**src/mcurf_pkg.sv**
```systemverilog
// Shared types and constants for the MCU special-function register file.
// Used by every module under src; depends on nothing.
package mcurf_pkg;

   // Register file geometry
   localparam int REG_COUNT_DEFAULT = 32;
   localparam int ADDR_W            = 5;
   localparam int GP_FIRST          = 7;   // first general-purpose address

   // Request commands
   localparam logic [2:0] CMD_READ         = 3'd0;
   localparam logic [2:0] CMD_WRITE        = 3'd1;
   localparam logic [2:0] CMD_RESET        = 3'd2;
   localparam logic [2:0] CMD_SET_GPIO     = 3'd3;
   localparam logic [2:0] CMD_WRITE_PINS   = 3'd4;
   localparam logic [2:0] CMD_WRITE_OPTION = 3'd5;
   localparam logic [2:0] CMD_SLEEP        = 3'd6;

   // Special register addresses
   localparam logic [ADDR_W-1:0] ADDR_INDF   = 5'd0;
   localparam logic [ADDR_W-1:0] ADDR_TMR0   = 5'd1;
   localparam logic [ADDR_W-1:0] ADDR_PCL    = 5'd2;
   localparam logic [ADDR_W-1:0] ADDR_STATUS = 5'd3;
   localparam logic [ADDR_W-1:0] ADDR_FSR    = 5'd4;
   localparam logic [ADDR_W-1:0] ADDR_OSCCAL = 5'd5;
   localparam logic [ADDR_W-1:0] ADDR_GPIO   = 5'd6;

   // Reset causes
   localparam logic [2:0] KIND_POWER_ON    = 3'd0;
   localparam logic [2:0] KIND_MCLR_AWAKE  = 3'd1;
   localparam logic [2:0] KIND_MCLR_ASLEEP = 3'd2;
   localparam logic [2:0] KIND_WDT_ASLEEP  = 3'd3;
   localparam logic [2:0] KIND_WDT_AWAKE   = 3'd4;
   localparam logic [2:0] KIND_WAKE_PIN    = 3'd5;

   // Reset values
   localparam logic [8:0]  PC_RESET      = 9'h1FF;
   localparam logic [7:0]  OPTION_RESET  = 8'hFF;
   localparam logic [7:0]  STATUS_POR    = 8'h18;
   localparam logic [7:0]  OSCCAL_RESET  = 8'hFE;
   localparam logic [11:0] CONFIG_RESET  = 12'hFFF;
   localparam logic [7:0]  STATUS_KEEP   = 8'h18;  // bits a write cannot touch
   localparam int          CFG_MCLR_BIT  = 4;
   localparam int          OPT_PSA_BIT   = 3;
   localparam int          OPT_NWAKE_BIT = 7;

   typedef struct packed {
      logic [2:0]        command;
      logic [ADDR_W-1:0] reg_addr;
      logic [7:0]        write_data;
      logic [2:0]        reset_request_kind;
      logic [5:0]        pin_select;
      logic              pin_level;
   } mcurf_req_type;

   typedef struct packed {
      logic [7:0] read_data;
      logic       reset_taken;
      logic [2:0] reset_cause;
      logic [8:0] pc_now;
   } mcurf_rsp_type;

endpackage

```
**src/mcu_register_file_reset_pins.sv**
```systemverilog
// Top level of the MCU special-function register file with reset and pin logic.
// Depends on mcurf_pkg, mcurf_req_reg, mcurf_core and mcurf_rsp_reg.
// A request waits in the input register, passes once through the core logic and has its
// response registered. Throughput: one request per cycle unless rsp_ready holds it back.
// Reset (synchronous, active high) empties both registers and restores the power-on
// special registers; general-purpose bytes and TMR0 stay undefined until written.
module mcu_register_file_reset_pins #(
   parameter int REG_COUNT = mcurf_pkg::REG_COUNT_DEFAULT
) (
   input  logic        clock,
   input  logic        reset,
   input  logic        req_valid,
   output logic        req_ready,
   input  logic [2:0]  req_command,
   input  logic [4:0]  req_reg_addr,
   input  logic [7:0]  req_write_data,
   input  logic [2:0]  req_reset_request_kind,
   input  logic [5:0]  req_pin_select,
   input  logic        req_pin_level,
   output logic        rsp_valid,
   input  logic        rsp_ready,
   output logic [7:0]  rsp_read_data,
   output logic        rsp_reset_taken,
   output logic [2:0]  rsp_reset_cause,
   output logic [8:0]  rsp_pc_now,
   input  logic        csr_write_enable,
   input  logic [11:0] csr_write_data
);

   mcurf_pkg::mcurf_req_type req_bus, hold_req;
   mcurf_pkg::mcurf_rsp_type core_rsp, rsp_bus;
   logic                     hold_valid;
   logic                     load_ok;
   logic                     issue;

   // Pack the request ports
   always_comb begin
      req_bus.command            = req_command;
      req_bus.reg_addr           = req_reg_addr;
      req_bus.write_data         = req_write_data;
      req_bus.reset_request_kind = req_reset_request_kind;
      req_bus.pin_select         = req_pin_select;
      req_bus.pin_level          = req_pin_level;
   end

   // A held request moves on when the result register can take it
   assign issue = hold_valid && load_ok;

   mcurf_req_reg u_req_reg (
      .clock      (clock),
      .reset      (reset),
      .req_valid  (req_valid),
      .req_ready  (req_ready),
      .new_req    (req_bus),
      .issue      (issue),
      .hold_valid (hold_valid),
      .hold_req   (hold_req)
   );

   mcurf_core #(
      .REG_COUNT (REG_COUNT)
   ) u_core (
      .clock            (clock),
      .reset            (reset),
      .issue            (issue),
      .req              (hold_req),
      .csr_write_enable (csr_write_enable),
      .csr_write_data   (csr_write_data),
      .rsp              (core_rsp)
   );

   mcurf_rsp_reg u_rsp_reg (
      .clock     (clock),
      .reset     (reset),
      .issue     (issue),
      .rsp_in    (core_rsp),
      .load_ok   (load_ok),
      .rsp_valid (rsp_valid),
      .rsp_ready (rsp_ready),
      .rsp_out   (rsp_bus)
   );

   // Unpack the response ports
   assign rsp_read_data   = rsp_bus.read_data;
   assign rsp_reset_taken = rsp_bus.reset_taken;
   assign rsp_reset_cause = rsp_bus.reset_cause;
   assign rsp_pc_now      = rsp_bus.pc_now;

endmodule

```
**src/mcurf_req_reg.sv**
```systemverilog
// Input register of the register file: holds one request until the core takes it.
// Depends on mcurf_pkg.
module mcurf_req_reg (
   input  logic                   clock,
   input  logic                   reset,
   input  logic                   req_valid,
   output logic                   req_ready,
   input  mcurf_pkg::mcurf_req_type new_req,
   input  logic                   issue,
   output logic                   hold_valid,
   output mcurf_pkg::mcurf_req_type hold_req
);

   logic                    valid_ff, valid_in;
   mcurf_pkg::mcurf_req_type req_ff, req_in;

   // accept whenever the held request is empty or leaves this cycle
   assign req_ready = !valid_ff || issue;

   always_comb begin
      valid_in = valid_ff;
      req_in   = req_ff;
      if (req_ready) begin
         valid_in = req_valid;
         req_in   = new_req;
      end
   end

   always_ff @(posedge clock) begin
      if (reset) begin
         valid_ff <= 1'b0;
      end else begin
         valid_ff <= valid_in;
      end
      req_ff <= req_in;
   end

   assign hold_valid = valid_ff;
   assign hold_req   = req_ff;

endmodule

```
**src/mcurf_core.sv**
```systemverilog
// Register file state and the single-pass read/write/reset logic for one request.
// Depends on mcurf_pkg.
module mcurf_core #(
   parameter int REG_COUNT = mcurf_pkg::REG_COUNT_DEFAULT
) (
   input  logic                    clock,
   input  logic                    reset,
   input  logic                    issue,
   input  mcurf_pkg::mcurf_req_type req,
   input  logic                    csr_write_enable,
   input  logic [11:0]             csr_write_data,
   output mcurf_pkg::mcurf_rsp_type rsp
);

   // Special registers
   logic [8:0]  pc_ff, pc_in;
   logic [7:0]  option_ff, option_in;
   logic [7:0]  prescale_ff, prescale_in;
   logic [1:0]  inhibit_ff, inhibit_in;
   logic        sleeping_ff, sleeping_in;
   logic [7:0]  status_ff, status_in;
   logic [4:0]  fsr_ff, fsr_in;        // bits 7:5 always read as one
   logic [7:0]  osccal_ff, osccal_in;
   logic [5:0]  gpio_ff, gpio_in;
   logic [7:0]  tmr0_ff, tmr0_in;
   logic [11:0] config_ff;

   // General-purpose bytes, undefined until written
   logic [7:0] gp_ff [mcurf_pkg::GP_FIRST:REG_COUNT-1];

   logic [mcurf_pkg::ADDR_W-1:0] eff_addr;
   logic                         gp_we;
   logic                         gpio_change;
   logic [5:0]                   gpio_new;
   logic [5:0]                   gpio_diff;
   logic                         do_reset;
   logic [2:0]                   reset_kind;
   logic [2:0]                   cause;
   logic [7:0]                   read_value;

   // STATUS value left by a reset of the given cause
   function automatic logic [7:0] reset_status(input logic [2:0] kind, input logic [7:0] s);
      logic [7:0] ns;
      case (kind)
         mcurf_pkg::KIND_MCLR_AWAKE:  ns = s & 8'h1F;
         mcurf_pkg::KIND_MCLR_ASLEEP: ns = 8'h10 | (s & 8'h07);
         mcurf_pkg::KIND_WDT_ASLEEP:  ns = s & 8'h07;
         mcurf_pkg::KIND_WDT_AWAKE:   ns = s & 8'h0F;
         mcurf_pkg::KIND_WAKE_PIN:    ns = 8'h90 | (s & 8'h07);
         default:                     ns = mcurf_pkg::STATUS_POR;
      endcase
      return ns;
   endfunction

   // Reported cause; unknown kinds count as power-on
   function automatic logic [2:0] reset_code(input logic [2:0] kind);
      logic [2:0] c;
      case (kind)
         mcurf_pkg::KIND_MCLR_AWAKE,
         mcurf_pkg::KIND_MCLR_ASLEEP,
         mcurf_pkg::KIND_WDT_ASLEEP,
         mcurf_pkg::KIND_WDT_AWAKE,
         mcurf_pkg::KIND_WAKE_PIN:    c = kind;
         default:                     c = mcurf_pkg::KIND_POWER_ON;
      endcase
      return c;
   endfunction

   // Next state for the request in flight
   always_comb begin
      eff_addr    = (req.reg_addr == mcurf_pkg::ADDR_INDF) ? fsr_ff : req.reg_addr;
      pc_in       = pc_ff;
      option_in   = option_ff;
      prescale_in = prescale_ff;
      inhibit_in  = inhibit_ff;
      sleeping_in = sleeping_ff;
      status_in   = status_ff;
      fsr_in      = fsr_ff;
      osccal_in   = osccal_ff;
      gpio_in     = gpio_ff;
      tmr0_in     = tmr0_ff;
      gp_we       = 1'b0;
      gpio_change = 1'b0;
      gpio_new    = gpio_ff;
      do_reset    = 1'b0;
      reset_kind  = mcurf_pkg::KIND_POWER_ON;
      cause       = mcurf_pkg::KIND_POWER_ON;

      case (req.command)
         mcurf_pkg::CMD_WRITE: begin
            case (eff_addr)
               mcurf_pkg::ADDR_INDF: begin
                  // indirect through INDF itself: ignored
               end
               mcurf_pkg::ADDR_TMR0: begin
                  if (!option_ff[mcurf_pkg::OPT_PSA_BIT]) begin
                     prescale_in = 8'd0;
                     inhibit_in  = 2'd2;
                  end
                  tmr0_in = req.write_data;
               end
               mcurf_pkg::ADDR_PCL:    pc_in = {1'b0, req.write_data};
               mcurf_pkg::ADDR_STATUS: status_in = (status_ff & mcurf_pkg::STATUS_KEEP)
                                                 | (req.write_data & ~mcurf_pkg::STATUS_KEEP);
               mcurf_pkg::ADDR_FSR:    fsr_in = req.write_data[4:0];
               mcurf_pkg::ADDR_OSCCAL: osccal_in = req.write_data;
               mcurf_pkg::ADDR_GPIO:   gpio_in = req.write_data[5:0];
               default:                gp_we = 1'b1;
            endcase
         end
         mcurf_pkg::CMD_RESET: begin
            do_reset   = 1'b1;
            reset_kind = req.reset_request_kind;
         end
         mcurf_pkg::CMD_SET_GPIO: begin
            gpio_change = 1'b1;
            gpio_new    = req.write_data[5:0];
         end
         mcurf_pkg::CMD_WRITE_PINS: begin
            gpio_change = 1'b1;
            gpio_new    = req.pin_level ? (gpio_ff | req.pin_select)
                                        : (gpio_ff & ~req.pin_select);
         end
         mcurf_pkg::CMD_WRITE_OPTION: option_in = req.write_data;
         mcurf_pkg::CMD_SLEEP:        sleeping_in = 1'b1;
         default: begin
         end
      endcase

      // Pin change: MCLR on GP3 first, then wake on GP0/GP1/GP3
      gpio_diff = gpio_ff ^ gpio_new;
      if (gpio_change) begin
         gpio_in = gpio_new;
         if (config_ff[mcurf_pkg::CFG_MCLR_BIT] && gpio_diff[3]) begin
            do_reset   = 1'b1;
            reset_kind = sleeping_ff ? mcurf_pkg::KIND_MCLR_ASLEEP : mcurf_pkg::KIND_MCLR_AWAKE;
         end else if (!option_ff[mcurf_pkg::OPT_NWAKE_BIT]
                      && (gpio_diff[0] || gpio_diff[1] || gpio_diff[3])) begin
            do_reset   = 1'b1;
            reset_kind = mcurf_pkg::KIND_WAKE_PIN;
         end
      end

      // Reset command or pin-caused reset
      if (do_reset) begin
         pc_in       = mcurf_pkg::PC_RESET;
         option_in   = mcurf_pkg::OPTION_RESET;
         prescale_in = 8'd0;
         inhibit_in  = 2'd0;
         sleeping_in = 1'b0;
         status_in   = reset_status(reset_kind, status_ff);
         cause       = reset_code(reset_kind);
      end
   end

   // Register read with INDF, PCL and unimplemented-bit rules
   always_comb begin
      case (eff_addr)
         mcurf_pkg::ADDR_INDF:   read_value = 8'h00;
         mcurf_pkg::ADDR_TMR0:   read_value = tmr0_ff;
         mcurf_pkg::ADDR_PCL:    read_value = pc_ff[7:0];
         mcurf_pkg::ADDR_STATUS: read_value = status_ff;
         mcurf_pkg::ADDR_FSR:    read_value = {3'b111, fsr_ff};
         mcurf_pkg::ADDR_OSCCAL: read_value = osccal_ff;
         mcurf_pkg::ADDR_GPIO:   read_value = {2'b00, gpio_ff};
         default:                read_value = gp_ff[eff_addr];
      endcase
   end

   // Result of this request
   always_comb begin
      rsp.read_data   = (req.command == mcurf_pkg::CMD_READ) ? read_value
                                                             : {2'b00, gpio_in & req.pin_select};
      rsp.reset_taken = do_reset;
      rsp.reset_cause = cause;
      rsp.pc_now      = pc_in;
   end

   // State registers
   always_ff @(posedge clock) begin
      if (reset) begin
         pc_ff       <= mcurf_pkg::PC_RESET;
         option_ff   <= mcurf_pkg::OPTION_RESET;
         prescale_ff <= 8'd0;
         inhibit_ff  <= 2'd0;
         sleeping_ff <= 1'b0;
         status_ff   <= mcurf_pkg::STATUS_POR;
         fsr_ff      <= 5'd0;
         osccal_ff   <= mcurf_pkg::OSCCAL_RESET;
         gpio_ff     <= 6'd0;
         config_ff   <= mcurf_pkg::CONFIG_RESET;
      end else begin
         if (issue) begin
            pc_ff       <= pc_in;
            option_ff   <= option_in;
            prescale_ff <= prescale_in;
            inhibit_ff  <= inhibit_in;
            sleeping_ff <= sleeping_in;
            status_ff   <= status_in;
            fsr_ff      <= fsr_in;
            osccal_ff   <= osccal_in;
            gpio_ff     <= gpio_in;
         end
         if (csr_write_enable) begin
            config_ff <= csr_write_data;
         end
      end
   end

   // Timer and general-purpose bytes: no reset
   always_ff @(posedge clock) begin
      if (issue) begin
         tmr0_ff <= tmr0_in;
      end
      if (issue && gp_we) begin
         gp_ff[eff_addr] <= req.write_data;
      end
   end

   // Checks
   a_reset_restores: assert property (@(posedge clock) disable iff (reset)
      issue && rsp.reset_taken |=> pc_ff == mcurf_pkg::PC_RESET && !sleeping_ff
                                   && option_ff == mcurf_pkg::OPTION_RESET
                                   && inhibit_ff == 2'd0)
      else $error("reset did not restore pc, option, sleep and inhibit");

   a_cause_needs_reset: assert property (@(posedge clock) disable iff (reset)
      issue && rsp.reset_cause != mcurf_pkg::KIND_POWER_ON |-> rsp.reset_taken)
      else $error("reset cause reported without a reset");

   a_status_protected: assert property (@(posedge clock) disable iff (reset)
      !(issue && rsp.reset_taken) |=> $stable(status_ff[4:3]))
      else $error("STATUS bits 4:3 changed without a reset");

   a_pin_read_width: assert property (@(posedge clock) disable iff (reset)
      issue && req.command != mcurf_pkg::CMD_READ |-> rsp.read_data[7:6] == 2'b00)
      else $error("pin read returned bits above GPIO width");

   a_inhibit_from_tmr0: assert property (@(posedge clock) disable iff (reset)
      issue && req.command != mcurf_pkg::CMD_WRITE && !rsp.reset_taken
      |=> $stable(inhibit_ff))
      else $error("timer inhibit changed outside a TMR0 write or reset");

endmodule

```
**src/mcurf_rsp_reg.sv**
```systemverilog
// Result register of the register file: holds one response until taken.
// Depends on mcurf_pkg.
module mcurf_rsp_reg (
   input  logic                    clock,
   input  logic                    reset,
   input  logic                    issue,
   input  mcurf_pkg::mcurf_rsp_type rsp_in,
   output logic                    load_ok,
   output logic                    rsp_valid,
   input  logic                    rsp_ready,
   output mcurf_pkg::mcurf_rsp_type rsp_out
);

   logic                     valid_ff, valid_in;
   mcurf_pkg::mcurf_rsp_type rsp_ff;

   // free when empty or the held response is taken this cycle
   assign load_ok = !valid_ff || rsp_ready;

   always_comb begin
      valid_in = valid_ff;
      if (load_ok) begin
         valid_in = issue;
      end
   end

   always_ff @(posedge clock) begin
      if (reset) begin
         valid_ff <= 1'b0;
      end else begin
         valid_ff <= valid_in;
      end
      if (issue) begin
         rsp_ff <= rsp_in;
      end
   end

   assign rsp_valid = valid_ff;
   assign rsp_out   = rsp_ff;

endmodule
```
**config.mk**
```make
export PLATFORM = sky130hd
export DESIGN_NAME = mcu_register_file_reset_pins
export DESIGN_NICKNAME = d
export VERILOG_FILES = /design/src/mcurf_pkg.sv /design/src/mcu_register_file_reset_pins.sv /design/src/mcurf_req_reg.sv /design/src/mcurf_core.sv /design/src/mcurf_rsp_reg.sv
export SDC_FILE = /design/constraint.sdc
export NUM_CORES = 1
export LEC_CHECK = 0
export BUFFER_PORTS_ARGS = -buffer_cell sky130_fd_sc_hd__buf_2
export CAP_MARGIN = 40
export CORE_MARGIN = 2
export CORE_UTILIZATION = 25
export CTS_BUF_LIST = sky130_fd_sc_hd__clkbuf_16
export DETAILED_ROUTE_END_ITERATION = 6
export RECOVER_POWER = 25
export SYNTH_ARGS = -nofsm -noshare
export SYNTH_HDL_FRONTEND = slang
export SYNTH_SLANG_ARGS = --single-unit
```
**constraint.sdc**
```tcl
create_clock -name clock -period 3.1 [get_ports clock]
set_input_delay 0.155 -clock clock [delete_from_list [all_inputs] [get_ports clock]]
set_output_delay 0.155 -clock clock [all_outputs]
set_load 0.02 [all_outputs]
```
* Word level (Yosys, flattened, before mapping)
Memory sizes are Yosys's and may differ from the RTL's.
Index checks and enable logic that the tools add are counted.
** Word-level totals
- Logic and storage cells :: 118
- Bits in writable memories :: 200
- Bits in registers :: 107
- Memories :: 1
- Input port bits :: 43
- Output and inout port bits :: 23
** Memory list
- u_core.gp_ff :: depth 25, bits a word 8, read ports 1, clocked after memory_dff 0, write ports 1, RTL line mcurf_core.sv:29 : logic [7:0] gp_ff [mcurf_pkg::GP_FIRST:REG_COUNT-1];
** Operators by class
- Muxes and demuxes :: 33
- Eq/ne operators :: 22
- Reductions and logical operators :: 31
- Bitwise operators :: 6
** Operator list (count)
- 8-bit one-hot mux with 7 select lines :: 1
- 8-bit two-way mux :: 5
- 8-bit one-hot mux with 5 select lines :: 1
- 6-bit two-way mux :: 5
- 9-bit two-way mux :: 3
- 3-bit == test (second input constant) :: 5
- 5-bit by 3-bit == test with 1-bit output (second input constant) :: 3
- 6-bit AND :: 2
- 3-bit by 2-bit == test with 1-bit output (second input constant) :: 4
- 3-bit two-way mux :: 4
- 6-bit one-hot mux with 2 select lines :: 1
- 3-bit AND reduction :: 4
- 1-bit two-way mux :: 11
- 5-bit by 2-bit == test with 1-bit output (second input constant) :: 2
- 5-bit logical NOT :: 2
- 2-bit inequality test (second input constant) :: 5
- 5-bit by 8-bit OR with 8-bit output :: 1
- 8-bit AND reduction :: 1
- 2-bit nonzero test :: 4
- 7-bit OR reduction :: 1
- 3-bit by 1-bit == test with 1-bit output (second input constant) :: 2
- 6-bit inverter :: 1
- 6-bit OR :: 1
- 2-bit AND reduction :: 3
- 12 further kinds :: 20

* Depth between registers and ports, before layout
Gate-level depths: netlist of run 1.
- Word-level depth :: 14
- Depth in mapped cells :: 12

* Cells and area by module
From an unflattened synthesis of run 1, not the netlist that was laid out.
** Unflattened totals
- Cell total of the unflattened synthesis :: 909
- Area, all modules :: 12532.0 sq um
** Modules (own cells, without submodules)
- mcurf_core :: area each 11021.8 sq um, sequential area each 7026.7 sq um, instances 1, cells an instance 853
- mcurf_req_reg :: area each 827.0 sq um, sequential area each 800.8 sq um, instances 1, cells an instance 30
- mcurf_rsp_reg :: area each 676.9 sq um, sequential area each 650.6 sq um, instances 1, cells an instance 25
- mcu_register_file_reset_pins :: area each 6.3 sq um, sequential area each 0.0 sq um, instances 1, cells an instance 1

* Least setup slack after synthesis of run 1
OpenSTA, ideal clock, no wires.
- Path kind :: flip-flop to flip-flop
- Start point :: register u_req_reg.req_ff, in the netlist u_req_reg.hold_req[20]
- End point :: memory u_core.gp_ff[7][0] (enable)
- Arrival time :: 2.499 ns
- Path slack :: 0.218 ns
- Data required time :: 2.717 ns
- Cell stages (with the launch flop) :: 9
- Cell sequence :: edfxtp_1 -> buf_6 -> nor4b_4 -> and3_1 -> a21oi_1 -> o21a_1 -> or3_1 -> clkbuf_1 -> nor3_1
** On the way
- Longest elaborated chain between the ends :: 9
- Elaborated cells on any way between the ends :: 15
** RTL lines
- start: declaration :: RTL line mcurf_req_reg.sv:15 : mcurf_pkg::mcurf_req_type req_ff, req_in;
- start signal: assignment :: RTL line mcurf_req_reg.sv:35 : req_ff <= req_in;
- 5-bit logical NOT :: RTL line mcurf_core.sv:71 : eff_addr = (req.reg_addr == mcurf_pkg::ADDR_INDF) ? fsr_ff : req.reg_addr;
- 5-bit two-way mux (*) :: RTL line mcurf_core.sv:71
- 5-bit by 1-bit == test with 1-bit output (tied with other cells) :: RTL line mcurf_core.sv:91 : case (eff_addr)
- 7-bit OR reduction (no line)
- 1-bit two-way mux :: RTL line mcurf_core.sv:91
- 1-bit two-way mux :: RTL line mcurf_core.sv:89 : case (req.command)
- 1-bit logical AND :: RTL line mcurf_core.sv:215 : if (issue && gp_we) begin
- 1-bit two-way mux :: RTL line mcurf_core.sv:215
- 1-bit two-way mux (implied by the code) :: RTL line mcurf_core.sv:216 : gp_ff[eff_addr] <= req.write_data;
- end: declaration :: RTL line mcurf_core.sv:29
Mark *: on every way between the ends. The rest lies on a longest branch, timed or not.

==> results of run 1 <==
[critical path, delay by kind of cell (launching register included)]
kind	cells	cell delay (ns)
compound gates	3	0.76
buf+inv	1	0.21
flops	1	0.50
mux	1	0.57
simple gates	2	0.64
[power by group]
part / internal, mW / switching [mW]
Sequential: 4.39 / 0.0555
Combinational: 0.252 / 0.380
Clock: 2.32 / 1.53
[area by class of cell]
cell class	instances	area share, %
clock buffer	31	5.17
inverter	12	0.300
tap	622	5.19
timing repair buffer	159	7.79
multi-input combinational	434	23.1
clock inverter	27	1.93
sequential	296	56.5
[worst paths after layout]
check | end | depth (start not counted) | start | slack (ns)
hold / removal | u_core.fsr_ff[2] | 2 | reset | 0.11
hold reg to reg | u_core.osccal_ff[0] | 2 | u_core.osccal_ff[0] | 0.46
setup / recovery | u_rsp_reg.rsp_out[16] | 7 | u_req_reg.hold_req[22] | 0.14
setup reg to reg | u_rsp_reg.rsp_out[16] | 7 | u_req_reg.hold_req[22] | 0.14
[synthesized netlist by cell type (4+ instances only)]
cell and number:
buf_6 5, nand3_1 25, a31oi_1 8, edfxtp_1 255, and2_1 4, a32o_1 6
nand2b_1 8, and3_1 10, inv_1 11, a221oi_1 10, a21oi_1 41, nor2_1 58
a211o_1 8, nand4_1 6, dfxtp_1 41, buf_1 4, a211oi_1 4, a22o_1 10
a22oi_1 12, a21o_1 4, mux2i_1 14, nand2_1 56, nor3_1 13, or3_1 7
buf_2 14, o21ai_1 7, o22ai_1 6, clkbuf_1 17, o21ai_0 14, mux4_2 46
[cell families (layout without fill, tap and decap cells)]
family / after synthesis / in the layout
mux: 60 / 60
flops: 296 / 296
compound gates: 168 / 168
buf+inv: 55 / 229
simple gates: 204 / 204
xor+xnor: 2 / 2
[stage by stage]
stage	utilization [%]	setup WS, ns	hold slack [ns]
detailed placement	28.1	0.111	0.334
global route	30.9	0.000880	0.112
floorplan	-	0.218	0.254
global placement	28.0	0.141	0.332
CTS	30.9	0.0952	0.0914
finish	30.9	0.136	0.111
[sequential cells by signal (all words and copies together) (netlist names), 6 cells and up]
signal / count
u_core.gp_ff: 200
u_req_reg.hold_req: 26
u_rsp_reg.rsp_out: 21
u_core.pc_ff: 9
u_core.osccal_ff: 8
u_core.status_ff: 8
u_core.tmr0_ff: 8
u_core.gpio_ff: 6
[timing repair]
| item | CTS | global route |
|---|---|---|
| hold buffers | 31 | 0 |
| endpoints found under the setup margin | 0 | 4 |
| hold endpoints to repair | 29 | 0 |
| buffers inserted | 0 | 3 |
| resized for setup | 0 | 2 |
[layer usage]
metal  GRT usage (%)  wire [um]
met2            18.5      14200
met5               0          0
met4            3.55        706
met1            18.0      14100
met3            1.55       2120
==> run_results.csv, run 1 <==
group,metric,value,unit
outcome,status,"finished with violations",
outcome,violations,"capacitance limit, slew limit",
floorplan,start_util,25.2,%
synth,synth_mux_area_share,9.62,%
worst_setup_path,cp_slowest_stage_delay,0.57,ns
routing,drc,0,
cts,cts_buffers,31,
layout,drive_gt1_share,25.0,%
worst_setup_path,end_kind,"flop",
layout,synthToLayoutAreaGrowth,22.8,%
routing,wl_per_cell,19.7,um
routing,finalWirelength,31.1,mm
grt,grt_max_degree,38,
routing,detail-route-antenna-nets,0,
synth,syn_inst,785,
synth,synth_sequential_area_ratio,69.4,%
synth,synth-xor-area-share,0.143,%
layout,insertedDiodeCount,0,
power_and_ir_drop,peakVddDrop,0.000445,V
layout,final_common_cell,"edfxtp_1",
place,placedCellCount,1489,
synth,synth_adder_area_share,0,%
floorplan,fp-row-count,81,
worst_setup_path,path_class,"flop to flop",
grt,grt_pass1_wl,46.9,mm
synth,synth_top_family_by_area,"compound AO/OA/AOI/OAI gates",
place,io_buffers,54,
floorplan,coreArea,48500,sq um
sta,post-route-period-util,95.6,%
cts,h-tree-depth,1,
place,finalWeightedCongestion,0.839,
sta,finalMaxSlewViolations,95,
power_and_ir_drop,powerDensity,595,nW/um^2
layout,layout_common_cells,"edfxtp_1, buf_4, nor2_1",
routing,vias,7718,
place,place_hpwl,20.2,mm
sta,slew_headroom,-21.2,%
cts,root_buffer,"clkbuf_16",
power_and_ir_drop,power,8.93,mW
cts,tritoncts,"built",
synth,syn_nets,828,
worst_setup_path,cp-start-kind,"flop",
synth,synth.distinct_cells,76,
sta,worst_pin_slew,1.82,ns
layout,final_cells,1581,
routing,vias_per_cell,4.88,
grt,grt_pass1_vias,7469,
cts,cts.path.max_buffers,3,
grt,antenna_found_initial,1,
floorplan,die_width,225,um
flow_run,cap_violations,3,
synth,synth.avg_cell_area,15.6,sq um
sta,setup_viol,0,
synth,synth-simple-area-share,8.26,%
synth,synthFlopType,"edfxtp_1",
synth,syn-cell-area,12200,sq um
synth,synthArstFlopShare,0,%
floorplan,dieArea,50700,sq um
synth,synth_top_area_share,62.7,%
layout,multiInputGateArea,3470,sq um
worst_setup_path,slowest_stage,"mux4_2",
floorplan,die_h,225,um
sta,rsz0062_at_grt,"false",
layout,postLayoutCellArea,15000,sq um
synth,yosys-top-cells-area,"edfxtp_1, mux4_2, dfxtp_1",
layout,fillers,4691,
sta,skew,0.0219,ns
synth,ys_seq_elements,296,
cts,cts.sinks,296,
place,placed_area,13600,sq um
sta,period_needed,2.96,ns
routing,firstDrtPassIters,5,
worst_setup_path,critical_path_arrival,3.27,ns
routing,drtIter0Drc,974,
grt,grtUsageTotal,12.1,%
layout,ff_latch_area,8480,sq um
cts,clkTransAtPathRegs,0.06,ns
synth,synth_compound_area_share,10.2,%
sta,timing.fmax,337,MHz
worst_setup_path,cp_max_fo,21,
worst_setup_path,crit_chain,"nor4b_4 -> a21o_4 -> buf_12 -> mux4_2 -> a22oi_1 -> nand4_1 -> a32o_1",
synth,synth.largest_area_cell,"edfxtp_1",
cts,worstSkewPairLatency,0.58,ns
sta,hold_viol_final,0,
synth,synth_edf_count,255,
grt,grt.overflow.total,0,
synth,synth_warnings,0,
worst_setup_path,cp.required,3.41,ns
power_and_ir_drop,p_leak,5.04,nW
layout,layout.nets,977,
sta,tns,0,ns
hold_path,min_path_type,"input pin to flop",
floorplan,io_pins,66,
Power figures use the tool's default switching activity.
==> run 2: changes to the inputs <==
--- a/config.mk
+++ b/config.mk
@@ -14,4 +14,5 @@
 export RECOVER_POWER = 25
 export SYNTH_ARGS = -nofsm -noshare
 export SYNTH_HDL_FRONTEND = slang
+export SYNTH_HIERARCHICAL = 1
 export SYNTH_SLANG_ARGS = --single-unit
==> run 2 against run 1 <==
  * The flow still finishes with violations (capacitance limit, slew limit)
  * Combinational power is 36% higher
  * Critical path depth is 1 higher
  * Via count is 9.7% higher
  * Synthesized area is 2.5% higher
  * Core utilization is 0.33 points higher
  * Synthesized cell count is 16% higher
  * Die area is 2.5% higher
  * Register-to-register slack worse by 0.03 ns
  * Power is 4.4% higher
  * Maximum frequency is 0.86% lower
  * Largest cell class unchanged
==> run_results.csv, run 2 <==
group,metric,value,unit
outcome,status,"finished with violations",
outcome,violations,"capacitance limit, slew limit",
cts,root_buffer,"clkbuf_16",
worst_setup_path,critical_path_arrival,3.31,ns
layout,regMostFlops,"u_core/gp_ff",
sta,post-route-period-util,96.4,%
synth,synth_warnings,6,
cts,worstSkewPairLatency,0.58,ns
synth,ys_seq_elements,296,
routing,drc,0,
grt,grt_pass1_vias,8406,
sta,hold_slack,0.0234,ns
layout,layout.nets,1113,
grt,antenna_found_initial,5,
power_and_ir_drop,powerDensity,598,nW/um^2
routing,detail-route-antenna-nets,0,
flow_run,cap_violations,5,
cts,clkTransAtPathRegs,0.06,ns
sta,slew_headroom,-26.6,%
sta,rsz0062_at_grt,"false",
floorplan,die_h,228,um
synth,synth.distinct_cells,82,
place,place_hpwl,22.5,mm
floorplan,io_pins,66,
cts,cts.sinks,296,
synth,syn_inst,909,
cts,tritoncts,"built",
layout,final_common_cell,"edfxtp_1",
place,dp_slack,0.114,ns
sta,finalWorstSetupSlack,0.111,ns
synth,yosysMostFrequentCell,"edfxtp_1",
floorplan,dieArea,51900,sq um
grt,grt_pass1_wl,51.7,mm
power_and_ir_drop,p_leak,5.27,nW
routing,vias,8470,
cts,cts_buffers,31,
sta,setup_viol,0,
place,finalWeightedCongestion,0.913,
sta,worst_pin_slew,1.90,ns
place,io_buffers,54,
sta,finalMaxSlewViolations,160,
synth,synthArstFlopShare,0,%
place,placed_area,14200,sq um
cts,h-tree-depth,1,
routing,drtIter0Drc,939,
grt,grt_max_degree,40,
worst_setup_path,path_class,"flop to flop",
synth,synth_edf_count,255,
grt,grtUsageTotal,12.8,%
routing,finalWirelength,33.9,mm
floorplan,die_width,228,um
synth,synth_sequential_area_ratio,67.7,%
synth,syn_nets,952,
routing,firstDrtPassIters,7,
sta,timing.fmax,335,MHz
layout,insertedDiodeCount,0,
worst_setup_path,cp-start-kind,"flop",
synth,synthFlopType,"edfxtp_1",
layout,largest_register_ffs,200,
sta,hold_viol_final,0,
worst_setup_path,cp_max_fo,14,
layout,postLayoutCellArea,15600,sq um
routing,vias_per_cell,4.79,
synth,synth.largest_area_cell,"edfxtp_1",
floorplan,start_util,25.1,%
synth,netlist_top_cells_count,"edfxtp_1, nand2_1, nand3_1",
power_and_ir_drop,peakVddDrop,0.000407,V
grt,grt.overflow.total,0,
synth,synth.avg_cell_area,13.8,sq um
worst_setup_path,end_kind,"flop",
layout,layout_common_cells,"edfxtp_1, nand2_1, buf_4",
synth,synth_top_area_share,61.1,%
hold_path,min_path_type,"input pin to flop",
grt,grt_use_met2,20.3,%
floorplan,fp-row-count,82,
sta,period_needed,2.99,ns
routing,wl_per_cell,19.2,um
grt,gr-max-usage-layer,"met2",
grt,use_met3,2.65,%
sta,tns,0,ns
grt,grtUsageMet1,17.3,%
cts,cts_setup_buffers,0,
synth,syn-cell-area,12500,sq um
worst_setup_path,cp.required,3.42,ns
layout,drive_gt1_share,23.7,%
synth,yosys-top-cells-area,"edfxtp_1, dfxtp_1, mux4_2",
sta,skew,0.00902,ns
layout,synthToLayoutAreaGrowth,24.3,%
floorplan,coreArea,49900,sq um
cts,cts.path.max_buffers,3,
run 2: changes by cell type after synthesis, sizes merged, moves of 5 or more:
| cell | delta |
|---|---|
| nor2 | -7 |
| mux4 | -12 |
| and3 | -5 |
| nand3 | +43 |
| a32o | -6 |
| clkbuf | +7 |
| a211o | -7 |
| nand2 | +84 |
run 2: report_power, final:
group	switching [mW]	internal [mW]	leakage, nW
Clock	1.57	2.41	0.537
Sequential	0.0598	4.41	2.64
Combinational	0.537	0.326	2.10
Total	2.17	7.14	5.27
run 2: area by class of cell:
class | count | area (sq um)
flip-flops and latches | 296 | 8480
inverters | 11 | 41.3
clock inverters | 27 | 325
fillers | 4966 | 34300
multi-input cells | 550 | 3780
clock buffers | 31 | 776
well taps | 672 | 841
repair buffers | 180 | 1340
run 2: layer usage:
metal | up-vias | part of all wire [%]
met5 | - | 0.091
met4 | 4 | 3.8
met3 | 89 | 6.7
met2 | 305 | 46
met1 | 4215 | 43
li1 | 3857 | -
run 2: per-stage QoR:
| step | instances | utilization, % | power [mW] |
|---|---|---|---|
| floorplan | 909 | - | 5.02 |
| global placement | 1678 | 28.5 | 5.37 |
| detailed placement | 1679 | 28.5 | 5.38 |
| CTS | 1767 | 31.3 | 9.38 |
| global route | 1767 | 31.2 | 9.61 |
| finish | 1767 | 31.2 | 9.31 |
run 2: kinds of logic after synthesis:
kind of cell	Yosys count	synth area share, %
xor+xnor	2	0.140
mux	48	7.24
simple gates	328	12.5
flops	296	67.7
compound gates	172	10.0
buf+inv	63	2.47
run 2: repair_timing:
action | 4_1_cts | 5_1_grt
endpoints found under the hold margin | 29 | 0
hold buffers | 30 | 0
gates resized for setup | 0 | 0
run 2: path summary, 6_finish.rpt:
check,from,slack (ns),endpoint,depth (start not counted)
hold reg to reg,u_core/pc_ff[8],0.45,u_core/pc_ff[8],2
setup reg to reg,u_req_reg/hold_req[21],0.11,u_rsp_reg/rsp_out[15],8
setup / recovery,u_req_reg/hold_req[21],0.11,u_rsp_reg/rsp_out[15],8
hold / removal,reset,0.02,u_req_reg/hold_valid,2
run 2: worst max-delay path, cell delays in order (launching register included):
cell and delay (ns):
edfxtp_1 0.50, nor2_4 0.26, a31o_4 0.40, buf_4 0.21, mux4_2 0.49, a22o_1 0.24, a21oi_1 0.32, a31oi_1 0.16
o2bb2ai_1 0.14
